<file path="src/rtl/gml_pkg.sv">
// ----------------------------------------------------------------------------
// gml_pkg
// shared widths, character codes, scan record and scaling tables for the
// g1 move-line parser
// ----------------------------------------------------------------------------
package gml_pkg;

  localparam int unsigned NUMBER_CHARS = 5;
  localparam int unsigned AXES         = 3;

  localparam int unsigned BYTE_W  = 8;
  localparam int unsigned POS_W   = 31;
  localparam int unsigned ACC_W   = 27;
  localparam int unsigned FRAC_W  = 3;
  localparam int unsigned MAG_W   = 30;
  localparam int unsigned MULT_W  = 32;
  localparam int unsigned PROD_W  = ACC_W + 1 + MULT_W;
  localparam int unsigned SHIFT_W = 6;
  localparam int unsigned HALF_W  = 9;
  localparam int unsigned COL_W   = 2;

  localparam logic [MAG_W-1:0]  MAG_MAX  = '1;
  localparam logic [FRAC_W-1:0] FRAC_MAX = 3'd7;
  localparam logic [COL_W-1:0]  COL_SAT  = 2'd3;
  localparam logic [COL_W-1:0]  COL_ONE  = 2'd1;

  localparam logic [BYTE_W-1:0] CHAR_G      = 8'h47;
  localparam logic [BYTE_W-1:0] CHAR_ONE    = 8'h31;
  localparam logic [BYTE_W-1:0] CHAR_X      = 8'h58;
  localparam logic [BYTE_W-1:0] CHAR_Y      = 8'h59;
  localparam logic [BYTE_W-1:0] CHAR_Z      = 8'h5A;
  localparam logic [BYTE_W-1:0] CHAR_E      = 8'h45;
  localparam logic [BYTE_W-1:0] CHAR_SPACE  = 8'h20;
  localparam logic [BYTE_W-1:0] CHAR_TAB    = 8'h09;
  localparam logic [BYTE_W-1:0] CHAR_LF     = 8'h0A;
  localparam logic [BYTE_W-1:0] CHAR_VT     = 8'h0B;
  localparam logic [BYTE_W-1:0] CHAR_FF     = 8'h0C;
  localparam logic [BYTE_W-1:0] CHAR_CR     = 8'h0D;
  localparam logic [BYTE_W-1:0] CHAR_PLUS   = 8'h2B;
  localparam logic [BYTE_W-1:0] CHAR_MINUS  = 8'h2D;
  localparam logic [BYTE_W-1:0] CHAR_POINT  = 8'h2E;
  localparam logic [BYTE_W-1:0] CHAR_ZERO   = 8'h30;
  localparam logic [BYTE_W-1:0] CHAR_NINE   = 8'h39;
  localparam logic [BYTE_W-1:0] CHAR_LC_A   = 8'h61;
  localparam logic [BYTE_W-1:0] CHAR_LC_Z   = 8'h7A;
  localparam logic [BYTE_W-1:0] CASE_OFFSET = 8'h20;

  localparam logic [BYTE_W-1:0] AXIS_LETTER [AXES] = '{CHAR_X, CHAR_Y, CHAR_Z};

  typedef struct packed {
    logic              seen;
    logic              negative;
    logic [ACC_W-1:0]  accum;
    logic [FRAC_W-1:0] frac;
  } axis_num_t;

  function automatic logic [BYTE_W-1:0] to_upper(input logic [BYTE_W-1:0] c);
    logic [BYTE_W-1:0] r;
    r = c;
    if (c >= CHAR_LC_A && c <= CHAR_LC_Z) r = c - CASE_OFFSET;
    return r;
  endfunction

  // multiplier: power of ten up to four fraction digits, reciprocal beyond
  function automatic logic [MULT_W-1:0] scale_mult(input logic [FRAC_W-1:0] f);
    logic [MULT_W-1:0] m;
    case (f)
      3'd0:    m = 32'd10000;
      3'd1:    m = 32'd1000;
      3'd2:    m = 32'd100;
      3'd3:    m = 32'd10;
      3'd4:    m = 32'd1;
      3'd5:    m = 32'hCCCC_CCCD;
      3'd6:    m = 32'h51EB_851F;
      3'd7:    m = 32'h1062_4DD3;
      default: m = 32'd1;
    endcase
    return m;
  endfunction

  function automatic logic [SHIFT_W-1:0] scale_shift(input logic [FRAC_W-1:0] f);
    logic [SHIFT_W-1:0] s;
    case (f)
      3'd5:    s = 6'd35;
      3'd6:    s = 6'd37;
      3'd7:    s = 6'd38;
      default: s = 6'd0;
    endcase
    return s;
  endfunction

  // half of the divisor, for rounding half away from zero
  function automatic logic [HALF_W-1:0] round_half(input logic [FRAC_W-1:0] f);
    logic [HALF_W-1:0] h;
    case (f)
      3'd5:    h = 9'd5;
      3'd6:    h = 9'd50;
      3'd7:    h = 9'd500;
      default: h = 9'd0;
    endcase
    return h;
  endfunction

endpackage

</file>
<file path="src/rtl/gml_axis_scan.sv">
// ----------------------------------------------------------------------------
// gml_axis_scan
// per-axis number scanner: finds the axis letter and accumulates the
// following window of characters as a signed decimal
// ----------------------------------------------------------------------------
module gml_axis_scan #(
  parameter int unsigned NumberChars = gml_pkg::NUMBER_CHARS
) (
  input  logic                        clk_i,
  input  logic                        rst_ni,
  input  logic [gml_pkg::BYTE_W-1:0]  axis_letter_i,
  input  logic                        beat_i,
  input  logic [gml_pkg::BYTE_W-1:0]  text_byte_i,
  input  logic                        end_of_line_i,
  input  logic                        col_nonzero_i,
  output gml_pkg::axis_num_t          num_o
);
  import gml_pkg::*;

  localparam int unsigned LEFT_W = $clog2(NumberChars + 1);
  localparam logic [LEFT_W-1:0] LEFT_INIT = LEFT_W'(NumberChars);

  logic              seen_q, seen_d;
  logic              neg_q, neg_d;
  logic              point_q, point_d;
  logic              stopped_q, stopped_d;
  logic              started_q, started_d;
  logic [LEFT_W-1:0] left_q, left_d;
  logic [ACC_W-1:0]  acc_q, acc_d;
  logic [FRAC_W-1:0] frac_q, frac_d;

  logic [BYTE_W-1:0] up;
  logic              is_digit;
  logic              is_ws;
  logic [ACC_W-1:0]  acc_x10;

  always_comb begin
    up       = to_upper(text_byte_i);
    is_digit = text_byte_i inside {[CHAR_ZERO:CHAR_NINE]};
    is_ws    = text_byte_i inside {CHAR_TAB, CHAR_LF, CHAR_VT, CHAR_FF, CHAR_CR};
    acc_x10  = {acc_q[ACC_W-4:0], 3'b000} + {acc_q[ACC_W-2:0], 1'b0};

    seen_d    = seen_q;
    neg_d     = neg_q;
    point_d   = point_q;
    stopped_d = stopped_q;
    started_d = started_q;
    left_d    = left_q;
    acc_d     = acc_q;
    frac_d    = frac_q;

    if (seen_q) begin
      if (left_q != '0) begin
        if (text_byte_i == CHAR_SPACE) begin
          left_d = '0;
        end else begin
          left_d = left_q - 1'b1;
          if (!stopped_q && !(!started_q && is_ws)) begin
            if (!started_q && (text_byte_i == CHAR_PLUS || text_byte_i == CHAR_MINUS)) begin
              started_d = 1'b1;
              neg_d     = (text_byte_i == CHAR_MINUS);
            end else if (is_digit) begin
              started_d = 1'b1;
              acc_d     = acc_x10 + ACC_W'(text_byte_i[3:0]);
              if (point_q && frac_q != FRAC_MAX) frac_d = frac_q + 1'b1;
            end else if (text_byte_i == CHAR_POINT && !point_q) begin
              started_d = 1'b1;
              point_d   = 1'b1;
            end else begin
              stopped_d = 1'b1;
            end
          end
        end
      end
    end else if (col_nonzero_i && up == axis_letter_i) begin
      seen_d = 1'b1;
      left_d = LEFT_INIT;
    end
  end

  assign num_o = '{seen: seen_d, negative: neg_d, accum: acc_d, frac: frac_d};

  always_ff @(posedge clk_i or negedge rst_ni) begin
    if (!rst_ni) begin
      seen_q    <= 1'b0;
      neg_q     <= 1'b0;
      point_q   <= 1'b0;
      stopped_q <= 1'b0;
      started_q <= 1'b0;
      left_q    <= '0;
      acc_q     <= '0;
      frac_q    <= '0;
    end else if (beat_i) begin
      if (end_of_line_i) begin
        seen_q    <= 1'b0;
        neg_q     <= 1'b0;
        point_q   <= 1'b0;
        stopped_q <= 1'b0;
        started_q <= 1'b0;
        left_q    <= '0;
        acc_q     <= '0;
        frac_q    <= '0;
      end else begin
        seen_q    <= seen_d;
        neg_q     <= neg_d;
        point_q   <= point_d;
        stopped_q <= stopped_d;
        started_q <= started_d;
        left_q    <= left_d;
        acc_q     <= acc_d;
        frac_q    <= frac_d;
      end
    end
  end

endmodule

</file>
<file path="config.mk">
export PLATFORM = sky130hd
export DESIGN_NAME = gml_axis_scan
export DESIGN_NICKNAME = d
export VERILOG_FILES = /design/src/rtl/gml_pkg.sv /design/src/rtl/gml_axis_scan.sv
export SDC_FILE = /design/constraint.sdc
export NUM_CORES = 1
export LEC_CHECK = 0
export BUFFER_PORTS_ARGS = -buffer_cell sky130_fd_sc_hd__buf_2
export CORE_MARGIN = 2
export CORE_UTILIZATION = 30
export DETAILED_ROUTE_END_ITERATION = 16
export PLACE_DENSITY = 0.51
export SYNTH_ARGS = -nofsm -noshare
export SYNTH_HDL_FRONTEND = slang
export SYNTH_SLANG_ARGS = --single-unit
</file>
<file path="constraint.sdc">
create_clock -name clk_i -period 6.98 [get_ports clk_i]
set_input_delay 0.349 -clock clk_i [delete_from_list [all_inputs] [get_ports clk_i]]
set_output_delay 0.349 -clock clk_i [all_outputs]
set_load 0.02 [all_outputs]
</file>
======== Yosys cells after proc, flatten, opt, wreduce, memory -nomap -nowiden ========
Cells that the tools add are included.
operators by class
  equal/unequal tests ..................... 16
  $lt $le $gt $ge ......................... 4
  reductions and logical operators ........ 25
  add/subtract/negate cells ............... 5
  multiplexer cells ....................... 53
operators with widths
  kind                 number
  $mux 27              7
  $eq 8x4->1 const B   5
  $mux 3               13
  $eq 8x6->1 const B   4
  $mux 1               32
  $add 27x27->27       1
  $add 27x4->27        1
  $reduce_and 8->1     2
  $eq 8x8->1           1
  $ge 8x6->1 const B   1
  $ge 8x7->1 const B   1
  $le 8x6->1 const B   1
  $le 8x7->1 const B   1
  $logic_and 1x1->1    8
  $mux 8               1
  $ne 2x2->1 const B   4
  $reduce_bool 2->1    4
  $sub 8x6->8 const B  1
  $reduce_and 6->1     1
  $reduce_bool 3->1    2
  $reduce_bool 5->1    1
  $logic_not 1->1      4
  $reduce_bool 4->1    1
  $add 3x1->3 const B  1
  other kinds (5)      5
word-level totals
  output and inout bits ................... 32
  bits in registers ....................... 38
  logic and storage cells ................. 111
  bits of input ports ..................... 21

======== Longest topological paths before layout ========
Gate-level depths: netlist of run 1.
  depth after elaboration ................. 10
  mapped depth ............................ 12
  gate-level depth less buffers ........... 11

======== Worst setup path after synthesis of run 1 ========
No wires, ideal clock.
  kind .................................... input -> output
  start point ............................. input text_byte_i[3] (netlist bit)
  end point ............................... output num_o[22] (netlist bit)
  slack ................................... 3489 ps
  stages on the path ...................... 12
  data arrival time ....................... 3142 ps
  data required time ...................... 6631 ps
  path buffers ............................ 1
  cells stage by stage .................... buf_2 -> inv_1 -> fa_1 -> inv_1 -> ha_1 -> a211o_1 -> a211oi_1 -> o211ai_1 -> o2111ai_1 -> o21ai_0 -> xor2_1 -> mux2_2
RTL lines
  what         RTL line             source
  from (decl)  gml_axis_scan.sv:13  input logic [gml_pkg::BYTE_W-1:0] text_byte_i,
  to (decl)    gml_axis_scan.sv:16  output gml_pkg::axis_num_t num_o

==> results of run 1 <==
-- stage by stage --
stage,setup slack [ns],cells,cell area (sq um)
6_report,2.84,656,4290
5_1_grt,2.61,656,4290
4_1_cts,2.83,656,4290
3_5_place_dp,2.91,649,4160
3_3_place_gp,2.95,649,4160
2_1_floorplan,3.49,448,3790
-- worst reg2reg max path, cell delays in order, from the launching register on --
cell       delay, ns
dfrtp_1         0.37
inv_1           0.08
fa_1            0.56
inv_1           0.06
ha_1            0.30
a211o_1         0.32
a211oi_1        0.32
o211ai_1        0.17
o2111ai_1       0.54
o21ai_0         0.19
xor2_1          0.19
a22o_1          0.20
-- cell usage after synthesis, drive strengths merged (2+ instances only) --
cell / instances / area, sq um
nand2: 68 / 255
ha: 54 / 676
o21ai: 44 / 224
dfrtp: 38 / 951
a21oi: 25 / 125
inv: 19 / 71.3
xnor2: 18 / 158
xor2: 16 / 140
a22o: 14 / 123
clkbuf: 14 / 52.6
nor2: 14 / 52.6
mux2: 11 / 128
buf: 10 / 67.6
a31oi: 9 / 56.3
a21o: 8 / 60.1
nand3: 8 / 40.0
nor3: 6 / 30.0
and3: 5 / 31.3
nand2b: 5 / 31.3
nand4: 5 / 31.3
o31ai: 5 / 37.5
nor4: 4 / 40.0
o211ai: 4 / 30.0
nor3b: 3 / 22.5
o21a: 3 / 22.5
or2: 3 / 18.8
and2: 2 / 13.8
fa: 2 / 40.0
nor2b: 2 / 12.5
o2111ai: 2 / 17.5
o211a: 2 / 20.0
o21bai: 2 / 15.0
o41ai: 2 / 17.5
-- placed cells by master, fill, tap and decap left out, types with 2 or more instances in the layout --
cell type | synthesis | final
nor3_1 | 6 | 6
nand4_1 | 5 | 5
ha_1 | 54 | 54
inv_1 | 19 | 19
o211ai_1 | 4 | 4
mux2_2 | 10 | 10
or2_2 | 3 | 3
nor3b_1 | 3 | 3
nor2b_1 | 2 | 2
fa_1 | 2 | 2
xnor2_1 | 18 | 18
o211a_1 | 2 | 2
clkbuf_16 | 0 | 5
o41ai_1 | 2 | 2
a21oi_1 | 25 | 25
o21ai_0 | 43 | 43
nand2_1 | 68 | 68
nand2b_1 | 5 | 5
o31ai_1 | 5 | 5
o2111ai_1 | 2 | 2
and3_1 | 5 | 5
nor4_1 | 3 | 3
a22o_1 | 14 | 14
buf_2 | 6 | 52
o21bai_1 | 2 | 2
o21a_1 | 3 | 3
nand3_1 | 8 | 8
clkinv_2 | 0 | 2
xor2_1 | 16 | 16
a31oi_1 | 9 | 9
nor2_1 | 14 | 14
dfrtp_1 | 38 | 38
a21o_1 | 8 | 8
-- final timing paths --
path | to | cells after the start
setup / recovery | num_o[22] | 12
setup reg to reg | acc_q[19] | 11
hold / removal | acc_q[23] | 1
min in group clk_i | seen_q | 2
hold reg to reg | acc_q[26] | 2
max in group asynchronous | acc_q[2] | 1
-- cell families (layout without fill, tap and decap cells) --
group | Yosys count | in the layout
compound gates | 134 | 134
xor+xnor | 34 | 34
fa+ha+maj | 56 | 56
buf+inv | 43 | 79
flops | 38 | 38
mux | 11 | 11
simple gates | 132 | 132
-- area by class of cell --
class                           instances  area [sq um]  area share
Clock buffer                            5           125      0.0291
Clock inverter                          2          10.0     0.00233
Inverter                               19          71.3      0.0166
Multi-Input combinational cell        367          2650       0.618
Sequential cell                        38           951       0.222
Tap cell                              172           215      0.0501
Timing Repair Buffer                   53           268      0.0624
-- routing by layer --
layer  up-vias  track usage  wire length (um)
met5         -            0                 0
met1      1582        0.212              4930
met3         4       0.0166               166
met4         0       0.0310                99
met2        32        0.231              4210
li1       1698            -                 -
-- power by group through the flow --
stage          registers [W]  clock network, W   logic, W
2_1_floorplan       0.000227                 0  0.0000285
3_3_place_gp        0.000227                 0  0.0000440
3_5_place_dp        0.000227                 0  0.0000453
4_1_cts             0.000223          0.000224  0.0000455
5_1_grt             0.000223          0.000233  0.0000511
6_report            0.000223          0.000220  0.0000444
-- flip-flops by register name (all words and copies together) (netlist names) --
register and flops:
left_q 3, neg_q 1, frac_q 3, seen_q 1, point_q 1, stopped_q 1, acc_q 27, started_q 1
==> impl_summary.log, run 1 <==
[metrics] simple logic cell fraction of the synthesized area: 0.169
[metrics] top-level I/O count: 53
[metrics] Wirelength per Cell: 14.3 um
[metrics] Switching Share: 0.246
[metrics] maximum buffer depth of the clock tree: 2
[metrics] Crit. End Element: primary output
[metrics] Clk pwr share: 0.451
[metrics] final number of hold-violating endpoints: 0
[metrics] detail-routed via count per cell: 5.05
[metrics] power density normalized to cell area: 113 nW/um^2
[metrics] Post-DP HPWL: 7240 um
[metrics] number of buffers and inverters on the critical path: 3
[metrics] status: completed
[metrics] antenna violations before repair: 0
[metrics] final critical-path required period: 4.14 ns
[metrics] maximum fanout count along the critical path: 5
[metrics] final core utilization: 0.344
[metrics] post-layout net count: 561
[metrics] max-cap violations: 0
[metrics] clock latency at the later pin of the worst-skew pair: 0.28 ns
[metrics] Unique masters post-synth: 60
[metrics] total of buffers placed on input and output ports: 52
[metrics] Die Width: 116 um
[metrics] Reg-to-Reg Start: acc_q[0]
[metrics] largest net degree at the start of global routing: 39
[metrics] multiplexer area fraction after synthesis: 0.0336
[metrics] TritonCTS clock tree: done
[metrics] transition time at the pin with the least slew margin: 1.05 ns
[metrics] count of instances resized after the clock tree is built: 0
[metrics] first-pass GRT wire length: 15800 um
[metrics] maximum ir drop on the vdd rail: 83.9 uV
[metrics] largest stage delay on the critical path: 0.56 ns
[metrics] Pre-antenna DRT Iters: 4
[metrics] die outline area: 13600 sq um
[metrics] portion of total power attributed to sequential cells: 0.458
[metrics] number of hold-repair buffers added at the cts stage: 0
[metrics] post-route setup TNS: 0 ns
[metrics] Mean Syn Cell Area: approximately 8.5 sq um
[metrics] Row Count: 41
[metrics] XOR/XNOR Fraction of Synth Area: 0.0785
[metrics] highest clock rate: 242 MHz
[metrics] start-to-end type of the worst setup path: flip-flop to primary output
[metrics] sequential element share of the synthesized area: 0.251
[metrics] Yosys warnings: 0
[metrics] global router's overall resource usage: 0.145
[metrics] Num CTS Buffers: 5
[metrics] worst reg2reg setup slack: roughly 3.6 ns
[metrics] placeable core region: 12500 sq um
[metrics] dominant cell type by count on the critical path: inv_1
[metrics] commonest register cell after synthesis: dfrtp_1
[metrics] clock-pin slew reported for the worst setup and hold paths after clock tree synthesis: approximately 0.060 ns
[metrics] net switching power: 0.000120 W
[metrics] final weighted congestion of routability-driven global placement: 0.861
[metrics] synthesized instance count: 448
[metrics] unrepaired setup endpoints after global routing: no
[metrics] Worst Path Required: 6.63 ns
[metrics] Post-Syn Area: 3790 sq um
[metrics] Synth Net Count: approximately 530
[metrics] DRC violation count after routing: 0
[metrics] Design Power: 0.000487 W
[metrics] critical path launch point type: flip-flop
[metrics] EDFF count, synth: 0
[metrics] diodes inserted: 0
[metrics] number of filler instances in the final layout: roughly 1.3k
[metrics] critical path's top delay family: compound AO/OA/AOI/OAI gates
[metrics] Slew Limit Headroom: 0.294
[metrics] post-CTS setup repair buffer count: 0
[metrics] Post-Synth Adder-Cell Area: 0.189
[metrics] min-delay worst type: input port to async pin
[metrics] leakage power total: between 2 and 2.5 nW
[metrics] antenna violation net count after detailed routing: 0
[metrics] share of final-layout standard cells stronger than drive strength 1: 0.163
[metrics] sum of overflow across all layers after global routing: 0
[metrics] number of max-slew violations in the final report: 0
[metrics] clock tree root driver cell: clkbuf_16
[metrics] combinational family with the most area after synthesis: compound AO/OA/AOI/OAI gates
[metrics] final count of negative-setup-slack endpoints: 0
[metrics] share of the synthesized area in compound gates (AO/OA/AOI/OAI): 0.229
[metrics] largest clock skew in the final design: 0.00420 ns
[metrics] vertical die dimension: 116 um
[metrics] internal power summed over all cells: 0.000367 W
[metrics] Comb power frac: 0.091
[metrics] total of flip-flops plus latches after synthesis: 38
[metrics] worst hold margin: about 0.20 ns
[metrics] initial core utilization: 0.304
[metrics] Worst Setup SP: acc_q[0]
[metrics] async set-or-reset flop fraction in the synthesized netlist: 1.00
[metrics] cell-by-cell trace of the critical path: inv_1 -> fa_1 -> inv_1 -> ha_1 -> a211o_1 -> a211oi_1 -> o211ai_1 -> o2111ai_1 -> o21ai_0 -> xor2_1 -> mux2_2 -> buf_2
[metrics] initial DRC count: 114
[metrics] via count: ~3.3k
[metrics] wirelength, routed: 9400 um
[metrics] arrival time at the worst endpoint: 3.79 ns
[metrics] share of the clock period used by the worst path after layout: 0.593
[metrics] via count of the first global-routing pass: 3192
[metrics] area growth from synthesis to layout: 13.1%
[metrics] count of clock tree sinks: 38
[metrics] H-tree level count: 2
[metrics] CP max stage cell: fa_1
Power figures use the tool's default switching activity.
==> run 2, diff against run 1 <==
PLACE_DENSITY = 0.53   (was 0.51)
clock period = 3.58 ns   (was 6.98 ns; I/O delays follow)
==> run 2 against run 1 <==
Net effect: clock power rose to 2.7 times the previous value; wire length rose by 3.0%; cell area rose by 5.3%; clock skew rose by 0.0058 ns; first-iteration DRC count fell by 23%; utilization rose by 1.8 points; sequential cell count did not move; setup slack got worse by 2.8 ns; critical endpoint is now num_o[28].
==> impl_summary.log, run 2 (synthesis results as in run 1) <==
[metrics] maximum buffer depth of the clock tree: 2 (unchanged)
[metrics] number of max-slew violations in the final report: 0 (unchanged)
[metrics] internal power summed over all cells: 0.000866 W (+140%)
[metrics] crit path to: num_o[28]
[metrics] sum of overflow across all layers after global routing: 0 (unchanged)
[metrics] Final Cell Area: 4520 sq um (+5.3%)
[metrics] share of the clock period used by the worst path after layout: 0.977
[metrics] total placed instance area: 4200 sq um (+1.1%)
[metrics] critical path launch point type: flip-flop
[metrics] largest clock skew in the final design: 0.0100 ns (+0.00585 ns)
[metrics] portion of total power attributed to sequential cells: 0.389 (-0.069)
[metrics] antenna violations before repair: 0 (unchanged)
[metrics] min-delay worst type: input port to async pin
[metrics] Worst Slack Setup Final: 0.0835 ns (-2.76 ns)
[metrics] share of final-layout standard cells stronger than drive strength 1: 0.206 (+0.0433)
[metrics] placeable core region: 12500 sq um (unchanged)
[metrics] area growth from synthesis to layout: 19.2%
[metrics] Row Count: 41 (unchanged)
[metrics] final count of negative-setup-slack endpoints: 0 (unchanged)
[metrics] via count of the first global-routing pass: 3214 (+0.69%)
[metrics] H-tree level count: 2 (unchanged)
[metrics] Worst Path Required: 3.40 ns (-3.23 ns)
[metrics] via count: 3362 (+1.4%)
[metrics] placed insts: 655 (+0.92%)
[metrics] Num CTS Buffers: 5 (unchanged)
[metrics] unrepaired setup endpoints after global routing: yes
[metrics] TritonCTS clock tree: done
[metrics] arrival time at the worst endpoint: 3.32 ns (-0.47 ns)
[metrics] Reg-to-Reg Start: acc_q[0]
[metrics] Wirelength per Cell: 14.5 um (+1.4%)
[metrics] cell-by-cell trace of the critical path: inv_2 -> fa_1 -> inv_2 -> ha_4 -> a211o_1 -> a211oi_2 -> o211ai_1 -> o2111ai_1 -> buf_4 -> o41ai_2 -> xor2_1 -> mux2_4 -> buf_6
[metrics] net switching power: 0.000252 W (+110%)
[metrics] Regs by FF count: acc_q (27), frac_q (3), left_q (3)
[metrics] post-layout net count: 570 (+1.6%)
[metrics] Comb power frac: 0.079 (-0.012)
[metrics] Post-DP HPWL: 7320 um (+1.1%)
[metrics] global router's overall resource usage: 0.146 (+0.000512)
[metrics] final critical-path required period: 3.50 ns
[metrics] Pre-antenna DRT Iters: 4 (unchanged)
[metrics] final weighted congestion of routability-driven global placement: 0.844 (-1.9%)
[metrics] Slew Limit Headroom: 0.421 (+0.127)
[metrics] reg2reg end: acc_q[24]
[metrics] CP max stage cell: fa_1
[metrics] Crit. End Element: primary output
[metrics] highest clock rate: roughly 290 MHz
[metrics] detail-routed via count per cell: 5.05 (-0.14%)
[metrics] start-to-end type of the worst setup path: flip-flop to primary output
[metrics] DRC violation count after routing: 0 (unchanged)
[metrics] area used by sequential logic in the layout: 951 sq um (unchanged)
[metrics] total of buffers placed on input and output ports: 52 (unchanged)
[metrics] met1 demand-to-capacity share in global routing: 0.210 (-0.00220)
[metrics] maximum fanout count along the critical path: 5 (unchanged)
[metrics] diodes inserted: 0 (unchanged)
[metrics] number of filler instances in the final layout: 1292 (-2.1%)
[metrics] final number of hold-violating endpoints: 0 (unchanged)
[metrics] placement-stage worst setup slack: 0.119 ns (-2.79 ns)
[metrics] number of standard cells in the layout, taps in and fillers out: 666 (+1.5%)
[metrics] first-pass GRT wire length: 15800 um (+0.18%)
[metrics] clock latency at the later pin of the worst-skew pair: 0.29 ns (about the same)
[metrics] highest-count cells in the layout ignoring fill and taps: nand2_1, ha_1, buf_2
[metrics] met3 usage: 0.0187 (+0.00208)
[metrics] number of flip-flops under the largest register name: 27 (unchanged)
[metrics] Worst Setup SP: acc_q[0]
[metrics] Clk pwr share: 0.532 (+0.081)
[metrics] count of clock tree sinks: 38 (unchanged)
[metrics] maximum ir drop on the vdd rail: 228 uV (+170%)
[metrics] die outline area: 13600 sq um (unchanged)
[metrics] antenna violation net count after detailed routing: 0 (unchanged)
[metrics] transition time at the pin with the least slew margin: 0.868 ns (-0.186 ns)
[metrics] Switching Share: 0.225 (-0.0206)
[metrics] wirelength, routed: 9670 um (+3.0%)
[metrics] clock-pin slew reported for the worst setup and hold paths after clock tree synthesis: 0.07 ns (about the same)
[metrics] Multi-input gate area: 2740 sq um (+3.2%)
[metrics] max-cap violations: 0 (unchanged)
[metrics] worst reg2reg setup slack: 0.57 ns (-3.01 ns)
[metrics] Register-to-Register Path Depth: 11 (unchanged)
[metrics] number of hold-repair buffers added at the cts stage: 0 (unchanged)
[metrics] most common library cell in the layout ignoring fill and taps: nand2_1
[metrics] power density normalized to cell area: 247 nW/um^2 (+120%)
[metrics] largest net degree at the start of global routing: 39 (unchanged)
[metrics] initial core utilization: 0.304 (unchanged)
[metrics] Die Width: 116 um (unchanged)
[metrics] clock tree root driver cell: clkbuf_16
[metrics] largest stage delay on the critical path: 0.57 ns (about the same)
[metrics] status: completed
[metrics] leakage power total: 2.39 nW (+4.2%)
[metrics] GR met2 Demand/Resource: 0.227 (-0.00426)
[metrics] dominant cell type by count on the critical path: inv_2
[metrics] top-level I/O count: 53 (unchanged)
[metrics] vertical die dimension: 116 um (unchanged)
[metrics] Most Used Layer, Global Route: met2
[metrics] initial DRC count: 88 (-23%)
[metrics] most flop-heavy register: acc_q
[run 2: cell types whose count changed in the layout (fill, tap and decap cells not counted), sizes merged]
cell    previous run  this run
bufinv             0         2
clkinv             2         1
buf               53        62
[run 2: how the worst min path moves through the flow]
stage           start         to  slack (ns)  cells after the start
4_1_cts        rst_ni  acc_q[23]        0.05                      1
3_5_place_dp   rst_ni  acc_q[23]        0.36                      1
3_3_place_gp   rst_ni  acc_q[23]        0.37                      1
5_1_grt        rst_ni  acc_q[23]         0.1                      1
6_report       rst_ni  acc_q[23]       0.003                      1
2_1_floorplan  rst_ni   acc_q[0]       -0.12                      0
[run 2: per-stage QoR]
stage | hold slack, ns | TNS, ns | util | total power [W]
after floorplan | -0.117 | 0 | - | 0.000498
after global placement | 0.367 | 0 | 0.337 | 0.000529
after detailed placement | 0.364 | 0 | 0.337 | 0.000531
after CTS | 0.0543 | -0.00220 | 0.355 | 0.00113
after global routing | 0.0971 | -0.102 | 0.363 | 0.00115
final | 0.00327 | 0 | 0.363 | 0.00112
[run 2: timing repair]
action                                  4_1_cts  5_1_grt
cloned                                        0        0
pin swaps                                     4       12
setup buffers                                 1        2
endpoints found under the setup margin        8        9
resized for setup                             5       21
endpoints found under the hold margin         0        0
[run 2: layout make-up]
| class | instances | share of cell area |
|---|---|---|
| Tap cell | 172 | 0.0476 |
| Inverter | 19 | 0.0158 |
| Clock inverter | 3 | 0.0152 |
| Sequential cell | 38 | 0.210 |
| Multi-Input combinational cell | 367 | 0.605 |
| Timing Repair Buffer | 62 | 0.0780 |
| Clock buffer | 5 | 0.0277 |
[run 2: power groups by stage]
stage | clock (W) | sequential [W] | combinational [W]
CTS | 0.000605 | 0.000435 | 0.0000888
global route | 0.000618 | 0.000435 | 0.000101
finish | 0.000595 | 0.000435 | 0.0000879
detailed placement | 0 | 0.000443 | 0.0000885
global placement | 0 | 0.000443 | 0.0000860
floorplan | 0 | 0.000443 | 0.0000556
[run 2: worst max-delay path, delay by kind of cell, from the launching register on]
| family | cells | cell delay [ns] |
|---|---|---|
| fa+ha+maj | 2 | 0.78 |
| xor+xnor | 1 | 0.19 |
| compound gates | 5 | 0.96 |
| buf+inv | 4 | 0.43 |
| mux | 1 | 0.27 |
| flops | 1 | 0.38 |
[run 2: layer usage]
layer,part of all wire,vias up
met5,0,-
met4,0.021,0
met3,0.027,12
met2,0.45,50
met1,0.50,1587
li1,-,1713
==> run 3, diff against run 2 <==
--- a/config.mk
+++ b/config.mk
@@ -8,2 +8,4 @@
 export BUFFER_PORTS_ARGS = -buffer_cell sky130_fd_sc_hd__buf_2
+export CELL_PAD_IN_SITES_DETAIL_PLACEMENT = 1
+export CELL_PAD_IN_SITES_GLOBAL_PLACEMENT = 1
 export CORE_MARGIN = 2
@@ -11,3 +13,3 @@
 export DETAILED_ROUTE_END_ITERATION = 16
-export PLACE_DENSITY = 0.53
+export PLACE_DENSITY = 0.65
 export SYNTH_ARGS = -nofsm -noshare
--- a/constraint.sdc
+++ b/constraint.sdc
@@ -3,2 +3,2 @@
 set_output_delay 0.179 -clock clk_i [all_outputs]
-set_load 0.02 [all_outputs]
+set_load 0.05 [all_outputs]
==> run 3 against run 2 <==
Net effect: clock skew down 0.0032 ns; total power rose by 2.2%; sequential share of layout area is 0.54 points lower; clock power grew 3.7%.
==> impl_summary.log, run 3 (synthesis results as in run 1) <==
[metrics] TritonCTS clock tree: done
[metrics] DRC violation count after routing: 0 (unchanged)
[metrics] clock latency at the later pin of the worst-skew pair: 0.30 ns (about the same)
[metrics] share of final-layout standard cells stronger than drive strength 1: 0.227 (+0.0206)
[metrics] start-to-end type of the worst setup path: flip-flop to primary output
[metrics] met3 usage: 0.0306 (+0.0119)
[metrics] wirelength, routed: 10900 um (+13%)
[metrics] Slew Limit Headroom: 0.377 (-0.0442)
[metrics] leakage power total: 2.44 nW (+1.9%)
[metrics] most flop-heavy register: acc_q
[metrics] largest clock skew in the final design: 0.00682 ns (-0.00322 ns)
[metrics] maximum ir drop on the vdd rail: 147 uV (-35%)
[metrics] number of max-slew violations in the final report: 0 (unchanged)
[metrics] die outline area: 13600 sq um (unchanged)
[metrics] detail-routed via count per cell: 5.19 (+2.7%)
[metrics] max-cap violations: 0 (unchanged)
[metrics] Row Count: 41 (unchanged)
[metrics] initial DRC count: 154 (+75%)
[metrics] Design Power: 0.00114 W (+2.2%)
[metrics] Post-DP HPWL: 8220 um (+12%)
[metrics] initial core utilization: 0.304 (unchanged)
[metrics] number of flip-flops under the largest register name: 27 (unchanged)
[metrics] top-level I/O count: 53 (unchanged)
[metrics] total placed instance area: 4220 sq um (+0.48%)
[metrics] diodes inserted: 0 (unchanged)
[metrics] worst reg2reg setup slack: 0.40 ns (-0.17 ns)
[metrics] placeable core region: 12500 sq um (unchanged)
[metrics] total of buffers placed on input and output ports: 52 (unchanged)
[metrics] via count of the first global-routing pass: 3685 (+15%)
[metrics] vertical die dimension: 116 um (unchanged)
[metrics] maximum fanout count along the critical path: 5 (unchanged)
[metrics] cell-by-cell trace of the critical path: inv_2 -> fa_2 -> inv_2 -> ha_4 -> a211o_1 -> a211oi_2 -> o211ai_1 -> o2111ai_1 -> buf_4 -> o41ai_2 -> xor2_1 -> mux2_4 -> buf_8
[metrics] most common library cell in the layout ignoring fill and taps: nand2_1
[metrics] status: completed
[metrics] clock tree root driver cell: clkbuf_16
[metrics] Die Width: 116 um (unchanged)
[metrics] power density normalized to cell area: 246 nW/um^2 (-0.40%)
[metrics] first-pass GRT wire length: 18200 um (+15%)
[metrics] H-tree level count: 2 (unchanged)
[metrics] Pre-antenna DRT Iters: 4 (unchanged)
[metrics] area growth from synthesis to layout: 22.3%
[metrics] transition time at the pin with the least slew margin: 0.934 ns (+0.0662 ns)
[metrics] met1 demand-to-capacity share in global routing: 0.228 (+0.0184)
[metrics] clock-pin slew reported for the worst setup and hold paths after clock tree synthesis: 0.06 ns (about the same)
[metrics] highest clock rate: 284 MHz (-0.56%)
[metrics] antenna violations before repair: 0 (unchanged)
[metrics] Reg-to-Reg Start: acc_q[2]
[metrics] final count of negative-setup-slack endpoints: 0 (unchanged)
[metrics] Regs by FF count: acc_q (27), frac_q (3), left_q (3)
[metrics] reg2reg end: acc_q[25]
[metrics] Register-to-Register Path Depth: 14 (+3)
[metrics] antenna violation net count after detailed routing: 0 (unchanged)
[metrics] Worst Path Required: 3.40 ns (about the same)
[metrics] final critical-path required period: 3.52 ns (+0.0197 ns)
[metrics] Crit. End Element: primary output
[metrics] number of standard cells in the layout, taps in and fillers out: 674 (+1.2%)
[metrics] maximum buffer depth of the clock tree: 2 (unchanged)
[metrics] highest-count cells in the layout ignoring fill and taps: nand2_1, ha_1, buf_2
[metrics] sum of overflow across all layers after global routing: 0 (unchanged)
[metrics] Wirelength per Cell: 16.2 um (+12%)
[metrics] CP max stage cell: fa_2
[metrics] critical path launch point type: flip-flop
[metrics] Most Used Layer, Global Route: met2
[metrics] final number of hold-violating endpoints: 0 (unchanged)
[metrics] count of clock tree sinks: 38 (unchanged)
[metrics] critical path's top delay family: compound AO/OA/AOI/OAI gates
[metrics] dominant cell type by count on the critical path: inv_2
[metrics] Num CTS Buffers: 5 (unchanged)
[metrics] placed insts: 657 (+0.31%)
[metrics] unrepaired setup endpoints after global routing: yes
[metrics] post-layout net count: 578 (+1.4%)
[metrics] final core utilization: 0.372 (+0.00964)
[metrics] GR met2 Demand/Resource: 0.281 (+0.0539)
[metrics] final weighted congestion of routability-driven global placement: 0.858 (+1.6%)
[metrics] largest stage delay on the critical path: 0.59 ns (+0.02 ns)
[metrics] number of buffers and inverters on the critical path: 4 (unchanged)
[metrics] min-delay worst type: input port to async pin
[metrics] arrival time at the worst endpoint: 3.34 ns (+0.02 ns)
[metrics] Final Cell Area: 4640 sq um (+2.7%)
[metrics] via count: 3495 (+4.0%)
[metrics] global router's overall resource usage: 0.170 (+0.0247)
[metrics] largest net degree at the start of global routing: 39 (unchanged)
[metrics] share of the clock period used by the worst path after layout: 0.982 (+0.00550)
## run 3: cell count changes in the layout (fill, tap and decap cells not counted), sizes merged
cell / delta
buf: +8
clkbuf: +1
clkinv: -1
## run 3: final cells by class
class                   instances  area [sq um]
multi-input cells             367          2750
clock buffers                   6           139
repair buffers                 70           459
fillers                      1476          7820
clock inverters                 2          60.1
inverters                      19          71.3
well taps                     172           215
flip-flops and latches         38           951
## run 3: where the power goes
part | total, W | switching [W] | internal (W)
combinational | 0.0000906 | 0.0000581 | 0.0000325
clock | 0.000617 | 0.000198 | 0.000419
sequential | 0.000435 | 0.00000189 | 0.000433
total | 0.00114 | 0.000258 | 0.000885
## run 3: worst max path at each step
stage	endpoint	start	depth (start not counted)	slack [ns]
after floorplan	num_o[19]	text_byte_i[3]	10	0.02
after global placement	num_o[28]	acc_q[0]	13	0.17
after detailed placement	num_o[27]	acc_q[2]	11	0.08
after CTS	num_o[27]	acc_q[2]	11	0.005
after global routing	num_o[27]	acc_q[2]	11	-0.08
final	num_o[28]	acc_q[2]	13	0.06
## run 3: routing by layer
metal | vias to the layer above | routed length [um]
met4 | 0 | 180
met3 | 15 | 303
met2 | 44 | 5230
met1 | 1710 | 5210
met5 | - | 0
li1 | 1726 | -
## run 3: what timing repair did
action,in CTS,in global routing
pin swaps,9,6
endpoints found under the setup margin,11,11
gates resized for setup,24,20
setup buffers,5,4
hold buffers,0,0
hold endpoints to repair,0,0
## run 3: metrics by stage
stage	worst slack (ns)	TNS, ns	hold slack, ns
final	0.0638	0	0.0242
after global routing	-0.0763	-0.269	0.0941
after CTS	0.00527	0	0.0553
after detailed placement	0.0755	0	0.377
after global placement	0.169	0	0.374
after floorplan	0.0226	0	-0.117
